==> config.mk <==
export PLATFORM = sky130hd
export DESIGN_NAME = stack_with_delete_middle
export DESIGN_NICKNAME = d
export VERILOG_FILES = /design/src/hw/rtl/swdm_pkg.sv /design/src/hw/rtl/stack_with_delete_middle.sv
export SDC_FILE = /design/constraint.sdc
export NUM_CORES = 2
export LEC_CHECK = 0
export BUFFER_PORTS_ARGS = -buffer_cell sky130_fd_sc_hd__buf_2
export CAP_MARGIN = 5
export CORE_ASPECT_RATIO = 1.25
export CORE_MARGIN = 4
export CORE_UTILIZATION = 30
export CTS_BUF_LIST = sky130_fd_sc_hd__clkbuf_8
export DETAILED_ROUTE_END_ITERATION = 12
export SYNTH_ARGS = -nofsm -noshare
export SYNTH_HDL_FRONTEND = slang
export SYNTH_SLANG_ARGS = --single-unit
==> constraint.sdc <==
create_clock -name i_clk -period 6.7 [get_ports i_clk]
set_input_delay 1.34 -clock i_clk [delete_from_list [all_inputs] [get_ports i_clk]]
set_output_delay 1.34 -clock i_clk [all_outputs]
set_load 0.02 [all_outputs]
==> src/hw/rtl/swdm_pkg.sv <==
// Shared widths, request codes, status codes and register map for the stack block.
// No dependencies; used by stack_with_delete_middle.
`default_nettype none

package swdm_pkg;

    localparam int STACK_DEPTH = 64;
    localparam int ADDR_W      = $clog2(STACK_DEPTH);
    localparam int CNT_W       = 7;
    localparam int DATA_W      = 32;
    localparam int PADDR_W     = 3;

    localparam logic [CNT_W-1:0] CAP_RESET = CNT_W'(20);
    localparam logic [CNT_W-1:0] DEPTH_CNT = CNT_W'(STACK_DEPTH);

    localparam logic [1:0] REQ_PUSH    = 2'd0;
    localparam logic [1:0] REQ_POP     = 2'd1;
    localparam logic [1:0] REQ_TOP     = 2'd2;
    localparam logic [1:0] REQ_DEL_MID = 2'd3;

    localparam logic [1:0] ST_OK        = 2'd0;
    localparam logic [1:0] ST_OVERFLOW  = 2'd1;
    localparam logic [1:0] ST_UNDERFLOW = 2'd2;

    // register select is paddr bit 2
    localparam logic REG_FIXED_MODE = 1'b0;
    localparam logic REG_CAPACITY   = 1'b1;

    typedef enum logic [2:0] {
        S_IDLE  = 3'b001,
        S_READ  = 3'b010,
        S_SHIFT = 3'b100
    } t_state;

endpackage

`default_nettype wire

==> src/hw/rtl/stack_with_delete_middle.sv <==
// Bounded LIFO stack with push, pop, read top and delete middle requests.
// Depends on swdm_pkg (widths, codes, state type). Storage is one on-chip memory.
//
// Usage:
//   Request channel: drive req_type/push_value with start; a transfer occurs
//   at an edge where start is high and busy is low.
//   Result channel: o_valid is high for exactly one cycle with read value,
//   count, empty flag and status. The receiver cannot stall it.
//   Config: APB write of fixed_mode (addr 0) or stack_capacity (addr 4);
//   pready is always high, reads return the register value.
// Request flow (accept edge to strobe):
//   push and any overflow/underflow: result registered at the accept edge.
//   pop and read top: one memory read, then the result is registered.
//   delete middle: reads the middle word, then reads each word above it and
//   writes it back one place lower as the upper half moves down one place.
// busy is low during the strobe cycle, so a new request can be accepted then;
// push and overflow/underflow leave busy low, so they can be accepted back to back.
// Reset: count cleared, fixed_mode 0, stack_capacity 20; memory is not cleared.
`default_nettype none

module stack_with_delete_middle (
    input  wire logic                                i_clk,
    input  wire logic                                i_rst_n,
    input  wire logic                                start,
    output logic                                     busy,
    input  wire logic [1:0]                          i_req_type,
    input  wire logic signed [swdm_pkg::DATA_W-1:0]  i_push_value,
    output logic                                     o_valid,
    output logic signed [swdm_pkg::DATA_W-1:0]       o_read_value,
    output logic [swdm_pkg::CNT_W-1:0]               o_item_count,
    output logic                                     o_is_empty,
    output logic [1:0]                               o_status,
    input  wire logic                                psel,
    input  wire logic                                penable,
    input  wire logic                                pwrite,
    input  wire logic [swdm_pkg::PADDR_W-1:0]        paddr,
    input  wire logic [31:0]                         pwdata,
    output logic [31:0]                              prdata,
    output logic                                     pready
);

    logic [swdm_pkg::DATA_W-1:0] mem [swdm_pkg::STACK_DEPTH];

    swdm_pkg::t_state                r_state, n_state;
    logic [swdm_pkg::ADDR_W-1:0]     r_addr, n_addr;
    logic                            r_first, n_first;
    logic                            r_valid, n_valid;
    logic [swdm_pkg::DATA_W-1:0]     r_read_value, n_read_value;
    logic [1:0]                      r_status, n_status;
    logic [swdm_pkg::CNT_W-1:0]      r_count, n_count;
    logic                            r_fixed_mode;
    logic [swdm_pkg::CNT_W-1:0]      r_capacity;
    logic [swdm_pkg::DATA_W-1:0]     r_rdata;

    logic                            accept;
    logic                            cfg_wr;
    logic [swdm_pkg::CNT_W-1:0]      limit;
    logic [swdm_pkg::CNT_W-1:0]      cnt_m1;
    logic [swdm_pkg::CNT_W-1:0]      mid_pos;
    logic [swdm_pkg::ADDR_W-1:0]     rd_addr;
    logic                            w_en;
    logic [swdm_pkg::ADDR_W-1:0]     w_addr;
    logic [swdm_pkg::DATA_W-1:0]     w_data;

    assign busy   = (r_state != swdm_pkg::S_IDLE);
    assign accept = start && !busy;
    assign cfg_wr = psel && penable && pwrite && pready;
    assign pready = 1'b1;

    assign limit   = (r_fixed_mode && (r_capacity < swdm_pkg::DEPTH_CNT)) ?
                     r_capacity : swdm_pkg::DEPTH_CNT;
    assign cnt_m1  = r_count - swdm_pkg::CNT_W'(1);
    assign mid_pos = cnt_m1 - (r_count >> 1);

    always_comb begin
        if (paddr[2] == swdm_pkg::REG_CAPACITY) begin
            prdata = {{(32-swdm_pkg::CNT_W){1'b0}}, r_capacity};
        end else begin
            prdata = {31'd0, r_fixed_mode};
        end
    end

    always_comb begin
        n_state      = r_state;
        n_addr       = r_addr;
        n_first      = r_first;
        n_valid      = 1'b0;
        n_read_value = r_read_value;
        n_status     = r_status;
        n_count      = r_count;
        rd_addr      = r_addr;
        w_en         = 1'b0;
        w_addr       = r_addr - swdm_pkg::ADDR_W'(1);
        w_data       = r_rdata;

        case (r_state)
            swdm_pkg::S_IDLE: begin
                if (accept) begin
                    n_read_value = '0;
                    n_status     = swdm_pkg::ST_OK;
                    if (i_req_type == swdm_pkg::REQ_PUSH) begin
                        n_valid = 1'b1;
                        if (r_count >= limit) begin
                            n_status = swdm_pkg::ST_OVERFLOW;
                        end else begin
                            w_en    = 1'b1;
                            w_addr  = r_count[swdm_pkg::ADDR_W-1:0];
                            w_data  = i_push_value;
                            n_count = r_count + swdm_pkg::CNT_W'(1);
                        end
                    end else if (r_count == '0) begin
                        n_valid  = 1'b1;
                        n_status = swdm_pkg::ST_UNDERFLOW;
                    end else begin
                        case (i_req_type)
                            swdm_pkg::REQ_POP: begin
                                rd_addr = cnt_m1[swdm_pkg::ADDR_W-1:0];
                                n_count = cnt_m1;
                                n_state = swdm_pkg::S_READ;
                            end
                            swdm_pkg::REQ_TOP: begin
                                rd_addr = cnt_m1[swdm_pkg::ADDR_W-1:0];
                                n_state = swdm_pkg::S_READ;
                            end
                            swdm_pkg::REQ_DEL_MID: begin
                                rd_addr = mid_pos[swdm_pkg::ADDR_W-1:0];
                                n_addr  = mid_pos[swdm_pkg::ADDR_W-1:0];
                                n_first = 1'b1;
                                n_state = swdm_pkg::S_SHIFT;
                            end
                            default: begin
                                n_state = swdm_pkg::S_IDLE;
                            end
                        endcase
                    end
                end
            end
            swdm_pkg::S_READ: begin
                n_read_value = r_rdata;
                n_valid      = 1'b1;
                n_state      = swdm_pkg::S_IDLE;
            end
            swdm_pkg::S_SHIFT: begin
                // r_rdata holds mem[r_addr]; first word is the removed one
                if (r_first) begin
                    n_read_value = r_rdata;
                    n_first      = 1'b0;
                end else begin
                    w_en = 1'b1;
                end
                if (r_addr == cnt_m1[swdm_pkg::ADDR_W-1:0]) begin
                    n_count = cnt_m1;
                    n_valid = 1'b1;
                    n_state = swdm_pkg::S_IDLE;
                end else begin
                    n_addr  = r_addr + swdm_pkg::ADDR_W'(1);
                    rd_addr = r_addr + swdm_pkg::ADDR_W'(1);
                end
            end
            default: begin
                n_state = swdm_pkg::S_IDLE;
            end
        endcase
    end

    always_ff @(posedge i_clk) begin
        if (w_en) begin
            mem[w_addr] <= w_data;
        end
        r_rdata <= mem[rd_addr];
    end

    always_ff @(posedge i_clk) begin
        if (!i_rst_n) begin
            r_state      <= swdm_pkg::S_IDLE;
            r_valid      <= 1'b0;
            r_count      <= '0;
            r_fixed_mode <= 1'b0;
            r_capacity   <= swdm_pkg::CAP_RESET;
        end else begin
            r_state <= n_state;
            r_valid <= n_valid;
            r_count <= n_count;
            if (cfg_wr) begin
                if (paddr[2] == swdm_pkg::REG_FIXED_MODE) begin
                    r_fixed_mode <= pwdata[0];
                end else begin
                    r_capacity <= pwdata[swdm_pkg::CNT_W-1:0];
                end
            end
        end
    end

    always_ff @(posedge i_clk) begin
        r_addr       <= n_addr;
        r_first      <= n_first;
        r_read_value <= n_read_value;
        r_status     <= n_status;
    end

    assign o_valid      = r_valid;
    assign o_read_value = r_read_value;
    assign o_item_count = r_count;
    assign o_is_empty   = (r_count == '0);
    assign o_status     = r_status;

endmodule

`default_nettype wire

# ---- Yosys cells after proc, flatten, opt, wreduce, memory -nomap -nowiden
# Memories as Yosys holds them, arrays and structs flattened. A register that Yosys moved wholly into a read port is not among the register bits.
# Index checks and enable logic that the tools add are counted.
dict set report totals {
  ff_bits 60
  latchBits 0
  ramBits 2048
  rom_bits 0
  inputBits 75
  out_inout_bits 77
  elab_cells 109
  memories 1
}
# name depth width rd rd_clocked_by_memory_dff write_ports line_no
set memory_table {}
lappend memory_table {mem 64 32 1 1 1 stack_with_delete_middle.sv:42} ;# logic [swdm_pkg::DATA_W-1:0] mem [swdm_pkg::STACK_DEPTH];
dict set report op_classes {
  add_sub_neg 5
  mul 0
  n_div 0
  order_cmp 2
  eq_ne 17
  n_shift 0
  n_mux 57
  bitwise_logic 1
  n_reduce_logical 17
}
# op count
set ops {}
lappend ops {{two-way mux 32 bit} 6}
lappend ops {{one-hot mux 32 bit (3 select lines)} 1}
lappend ops {{two-way mux 6 bit} 12}
lappend ops {{two-way mux 7 bit} 8}
lappend ops {{one-hot mux 6 bit (2 select lines)} 3}
lappend ops {{two-way mux 1 bit} 15}
lappend ops {{one-hot mux 7 bit (2 select lines)} 1}
lappend ops {{two-way mux 3 bit} 4}
lappend ops {{one-hot mux 3 bit (2 select lines)} 2}
lappend ops {{inequality test 2 bit (second input constant)} 5}
lappend ops {{adder 7 x 1 -> 7 bit (second input constant)} 1}
lappend ops {{>= comparator 7 bit} 1}
lappend ops {{logical NOT 7 bit} 1}
lappend ops {{less-than comparator 7 bit (second input constant)} 1}
lappend ops {{subtractor 7 x 1 -> 7 bit (second input constant)} 1}
lappend ops {{adder 6 x 1 -> 6 bit (second input constant)} 1}
lappend ops {{equality test 6 bit} 1}
lappend ops {{inequality test 3 bit (second input constant)} 2}
lappend ops {{AND reduction 2 bit} 3}
lappend ops {{AND reduction 6 bit} 1}
lappend ops {{subtractor 6 x 1 -> 6 bit (second input constant)} 1}
lappend ops {{subtractor 6 bit} 1}
lappend ops {{AND reduction 5 bit} 1}
lappend ops {{equality test 2 bit (second input constant)} 2}
lappend ops {{19 further kinds} 24}

# ---- Depth between registers and ports, before layout
dict set report depth {
  word_depth 10
  depth_mapped 18
  depth_no_buf 15
}

# ---- Least setup slack after synthesis
# No wires, ideal clock.
dict set report synth_path {
  path_kind {reg-to-reg}
  from {register r_count, in the netlist o_item_count[0]}
  to {memory mem[32][0] (netlist bit) (enable)}
  setup_time_ns 0.421
  t_arrival_ns 4.510
  required_ns 6.279
  slack_ns 1.769
  path_stages_with_launch 14
  n_path_buf 1
  synth_period_minus_slack_ns 4.931
  cell_sequence {dfxtp_1 inv_1 ha_1 nand2b_1 a21o_1 a21o_1 a21o_1 a21o_1 a21oi_1 o211ai_1 clkbuf_1 o32ai_1 nand2_1 nor2_1}
}
dict set report synth_between {
  elab_chain_cells 7
  word_cells_on_any_way 11
  classes_between {order compare (1); mux (10)}
}
# element line_no
set synth_rtl {}
lappend synth_rtl {{start, declared} stack_with_delete_middle.sv:50} ;# logic [swdm_pkg::CNT_W-1:0] r_count, n_count;
lappend synth_rtl {{start signal, assigned} stack_with_delete_middle.sv:183} ;# r_count <= n_count;
lappend synth_rtl {{>= comparator 7 bit} stack_with_delete_middle.sv:103} ;# if (r_count >= limit) begin
lappend synth_rtl {{two-way mux 1 bit} stack_with_delete_middle.sv:103}
lappend synth_rtl {{two-way mux 1 bit} stack_with_delete_middle.sv:101} ;# if (i_req_type == swdm_pkg::REQ_PUSH) begin
lappend synth_rtl {{two-way mux 1 bit} stack_with_delete_middle.sv:98} ;# if (accept) begin
lappend synth_rtl {{one-hot mux 1 bit (2 select lines)} stack_with_delete_middle.sv:96} ;# case (r_state)
lappend synth_rtl {{two-way mux 1 bit} stack_with_delete_middle.sv:167} ;# if (w_en) begin
lappend synth_rtl {{two-way mux 1 bit (implied by the code)} stack_with_delete_middle.sv:168} ;# mem[w_addr] <= w_data;
lappend synth_rtl {{end, declared} stack_with_delete_middle.sv:42}
# Parallel ways exist; a longest one is shown, timed or not.

# ---- Final worst setup path
dict set report layout_path {
  from {register r_count, in the netlist o_item_count[0]}
  to {register r_rdata[9] (netlist bit), read port of mem}
}
dict set report layout_between {
  elab_chain_cells 7
  word_cells_on_any_way 10
  classes_between {add/sub (2); eq/ne (1); mux (6); reduce/logical (1)}
}
# element line_no
set layout_rtl {}
lappend layout_rtl {{subtractor 7 x 1 -> 7 bit} stack_with_delete_middle.sv:72} ;# assign cnt_m1 = r_count - swdm_pkg::CNT_W'(1);
lappend layout_rtl {{subtractor 6 bit} stack_with_delete_middle.sv:73} ;# assign mid_pos = cnt_m1 - (r_count >> 1);
lappend layout_rtl {{one-hot mux 6 bit (2 select lines)} stack_with_delete_middle.sv:115} ;# case (i_req_type)
lappend layout_rtl {{two-way mux 6 bit} stack_with_delete_middle.sv:111} ;# end else if (r_count == '0) begin
lappend layout_rtl {{two-way mux 6 bit} stack_with_delete_middle.sv:101}
lappend layout_rtl {{two-way mux 6 bit} stack_with_delete_middle.sv:98}
lappend layout_rtl {{one-hot mux 6 bit (2 select lines) *} stack_with_delete_middle.sv:96}
lappend layout_rtl {{end, declared} stack_with_delete_middle.sv:53} ;# logic [swdm_pkg::DATA_W-1:0] r_rdata;
# Every way passes the cells marked *; elsewhere a longest branch is shown, timed or not.
# A chain may end at the register's enable or synchronous reset.

==> impl_metrics.tcl <==
set metrics [dict create \
    numCtsBuffers 360 \
    synth_area_per_cell_um2 14.6 \
    post_cts_setup_buffers 0 \
    syn_to_final_growth_pct 15.1 \
    grt_setup_unrepaired "false" \
    fin_total_pwr_mw 35.0 \
    timing.setup.tns_ns 0 \
    power.density_nw_per_um2 354 \
    result_of_the_run "complete, no violations" \
    layout.filler_cells 27000 \
    portBuffers 98 \
    detail_route.wl_per_cell_um 22.3 \
    fin_worst_hold_slack_ns 0.486 \
    post_cts_resize_count 0 \
    dr.pass1.iters 10 \
    fp.coreArea_um2 285000 \
    cts.htree.levels 5 \
    layout.core_utilization_pct 34.7 \
    synth_area_leader_cell "edfxtp_1" \
    grt_max_degree 183 \
    rows 219 \
    worst-slew-pin-transition_ns 1.36 \
    share_of_final_layout_standard_cells_stronger_than_drive_strength_1_pct 14.2 \
    relSlewSlack_pct 9.12 \
    setup_cp_type "register to register" \
    yosys_warnings 0 \
    most-common-layout-cells "edfxtp_1, nand2_1, mux2i_1, nand3_1, clkbuf_8" \
    yosys_top_cell_area_share_pct 73.1 \
    max_cap_check_violation_count 0 \
    initial_utilization_pct 30.1 \
    clockRootBuffer "clkbuf_8" \
    setup_slack_of_the_critical_path_after_layout_ns 0.830 \
    clk_path_buf_depth 4 \
    synthesis.area_um2 85800 \
    grt_remaining_overflow 0 \
    cp_data_required_time_ns 7.64 \
    dp.final_hpwl_mm 136 \
    most_common_cell_after_layout_fill_and_taps_aside "edfxtp_1" \
    grt_antenna_before_repair 16 \
    postSynthRegisterBits 2140 \
    cts.reportedPaths.clkPinSlew_ns 0.06 \
    die-area_um2 295000 \
    wirelength_mm 229 \
    worst_case_register_to_register_setup_slack_ns 0.83 \
    clock-sinks 2140 \
    max_freq_ghz 0.170 \
    synth_enable_flop_cells 2089 \
    layout_min_cycle_time_ns 5.87 \
    clock_tree_from_tritoncts "built" \
    setup.worst_path.start_class "register" \
    power.ir.vdd_worst_mv 0.219 \
    fin_worst_skew_ns 0.0893 \
    critPathMaxFanout 17 \
    setup.worst_path.end_class "register" \
    cp_data_arrival_time_ns 6.81 \
    hold_path_depth 2 \
    pre_cts_slack_ns 0.976 \
    timing.final.max_slew_violations 0 \
    setup_viol 0 \
    synth.top_cells.by_area "edfxtp_1, mux2i_1, nand2_1" \
    hold_viol_final 0 \
    design.final.nets 6322 \
    boundaryPins 152 \
    route.vias.total 50400 \
    grt_usage_pct 15.0 \
    cts_hold_repair.buffers 0 \
    grt_pass1_wl_mm 333 \
    yosysUniqueCellTypes 70 \
    synth_async_sr_flop_share_pct 0 \
    drt_iter0_markers 4598 \
    post-route-drc-count 0 \
    worstSkewPairLatency_ns 1.07 \
    die-height_um 606 \
    post_drt_via_cell_ratio 4.91 \
    post_synthesis_instance_total 5873 \
    drt.antenna.violating_nets 0 \
    dominant_synthesized_flop_cell "edfxtp_1" \
    hp-class "register to register" \
    power.leakage_nw 34.5 \
    last_weighted_congestion_value_of_the_routability_driven_placer 0.827 \
    worst_r2r_path_cells 14 \
    final_min_period_over_clock_period_pct 87.6 \
    dieWidth_um 486 \
    yosysSeqAreaShare_pct 74.3 \
    via_count_of_the_first_global_routing_pass 49900 \
]
==> through the flow <==
step                      area, um2  std cells
after floorplan               85900       5897
after global placement        92400       9622
after detailed placement      92400       9622
after CTS                     98800      10300
after global routing          98800      10300
final                         98800      10300
==> state kept, by name (all words and copies together) (netlist names) <==
name,cells
r_state,3
r_fixed_mode,1
o_item_count,7
o_status,2
o_valid,1
r_capacity,7
r_first,1
r_addr,6
mem,2048
o_read_value,32
r_rdata,32
==> where the power goes <==
group          switching [mW]  internal (mW)
clock network            5.08           5.47
logic                    5.44           2.14
registers               0.187           16.7
==> layout make-up <==
class	instances	area [um2]	share of cell area [%]
clock inverters	253	1220	1.23
clock buffers	379	5220	5.28
multi-input cells	3370	20900	21.1
repair buffers	336	2950	2.99
flip-flops and latches	2140	63800	64.5
inverters	19	71.3	0.0722
well taps	3757	4700	4.76
diodes	5	12.5	0.0127
==> critical path, stage by stage, from the launching register on <==
cell and delay, ns:
dfxtp_1 0.56, inv_1 0.28, ha_1 0.35, xor2_1 0.18, ha_1 0.37, a21oi_1 0.22
nand2_1 0.09, xor2_1 0.17, a31oi_1 0.32, o2111ai_2 0.48, nand2_1 0.42, or3_1 0.72
o22ai_1 0.26, nor4_1 1.00, and4_1 0.32
==> routing by layer <==
metal,wire (um),global-route usage [%],up-vias
li1,-,-,22700
met1,95300,19.7,25500
met2,110000,25.1,1795
met3,16300,2.78,365
met4,7030,5.20,2
met5,11,0,-
==> logic make-up after synthesis <==
group / after synthesis / share of synthesized area [%]
simple gates: 2030 / 10.4
buf+inv: 387 / 2.11
flops: 2140 / 74.3
other cells: 2 / 0.00875
xor+xnor: 30 / 0.357
fa+ha+maj: 20 / 0.300
compound gates: 484 / 3.30
mux: 780 / 9.21
==> synthesized netlist by cell type, types with 9 or more instances <==
library cell	number
and4_1	30
clkbuf_1	176
ha_1	19
inv_1	18
nor3_1	14
a21oi_1	299
buf_1	30
buf_4	46
nand3_1	529
a22oi_1	9
xnor2_1	19
mux2_2	67
and2_1	42
dfxtp_1	51
buf_2	110
nor2_1	91
mux2i_1	712
and3_1	9
o2bb2ai_1	29
o22ai_1	90
nor4_1	64
edfxtp_1	2089
nand4_1	15
nand2_1	1194
==> path summary, 6_finish.rpt <==
kind,start,end
worst max-delay path,o_item_count[0],r_rdata[9]
worst min-delay path,r_capacity[1],r_capacity[1]
worst min register to register,r_capacity[1],r_capacity[1]
worst max register to register,o_item_count[0],r_rdata[9]
(Power assumes the default switching activity.)
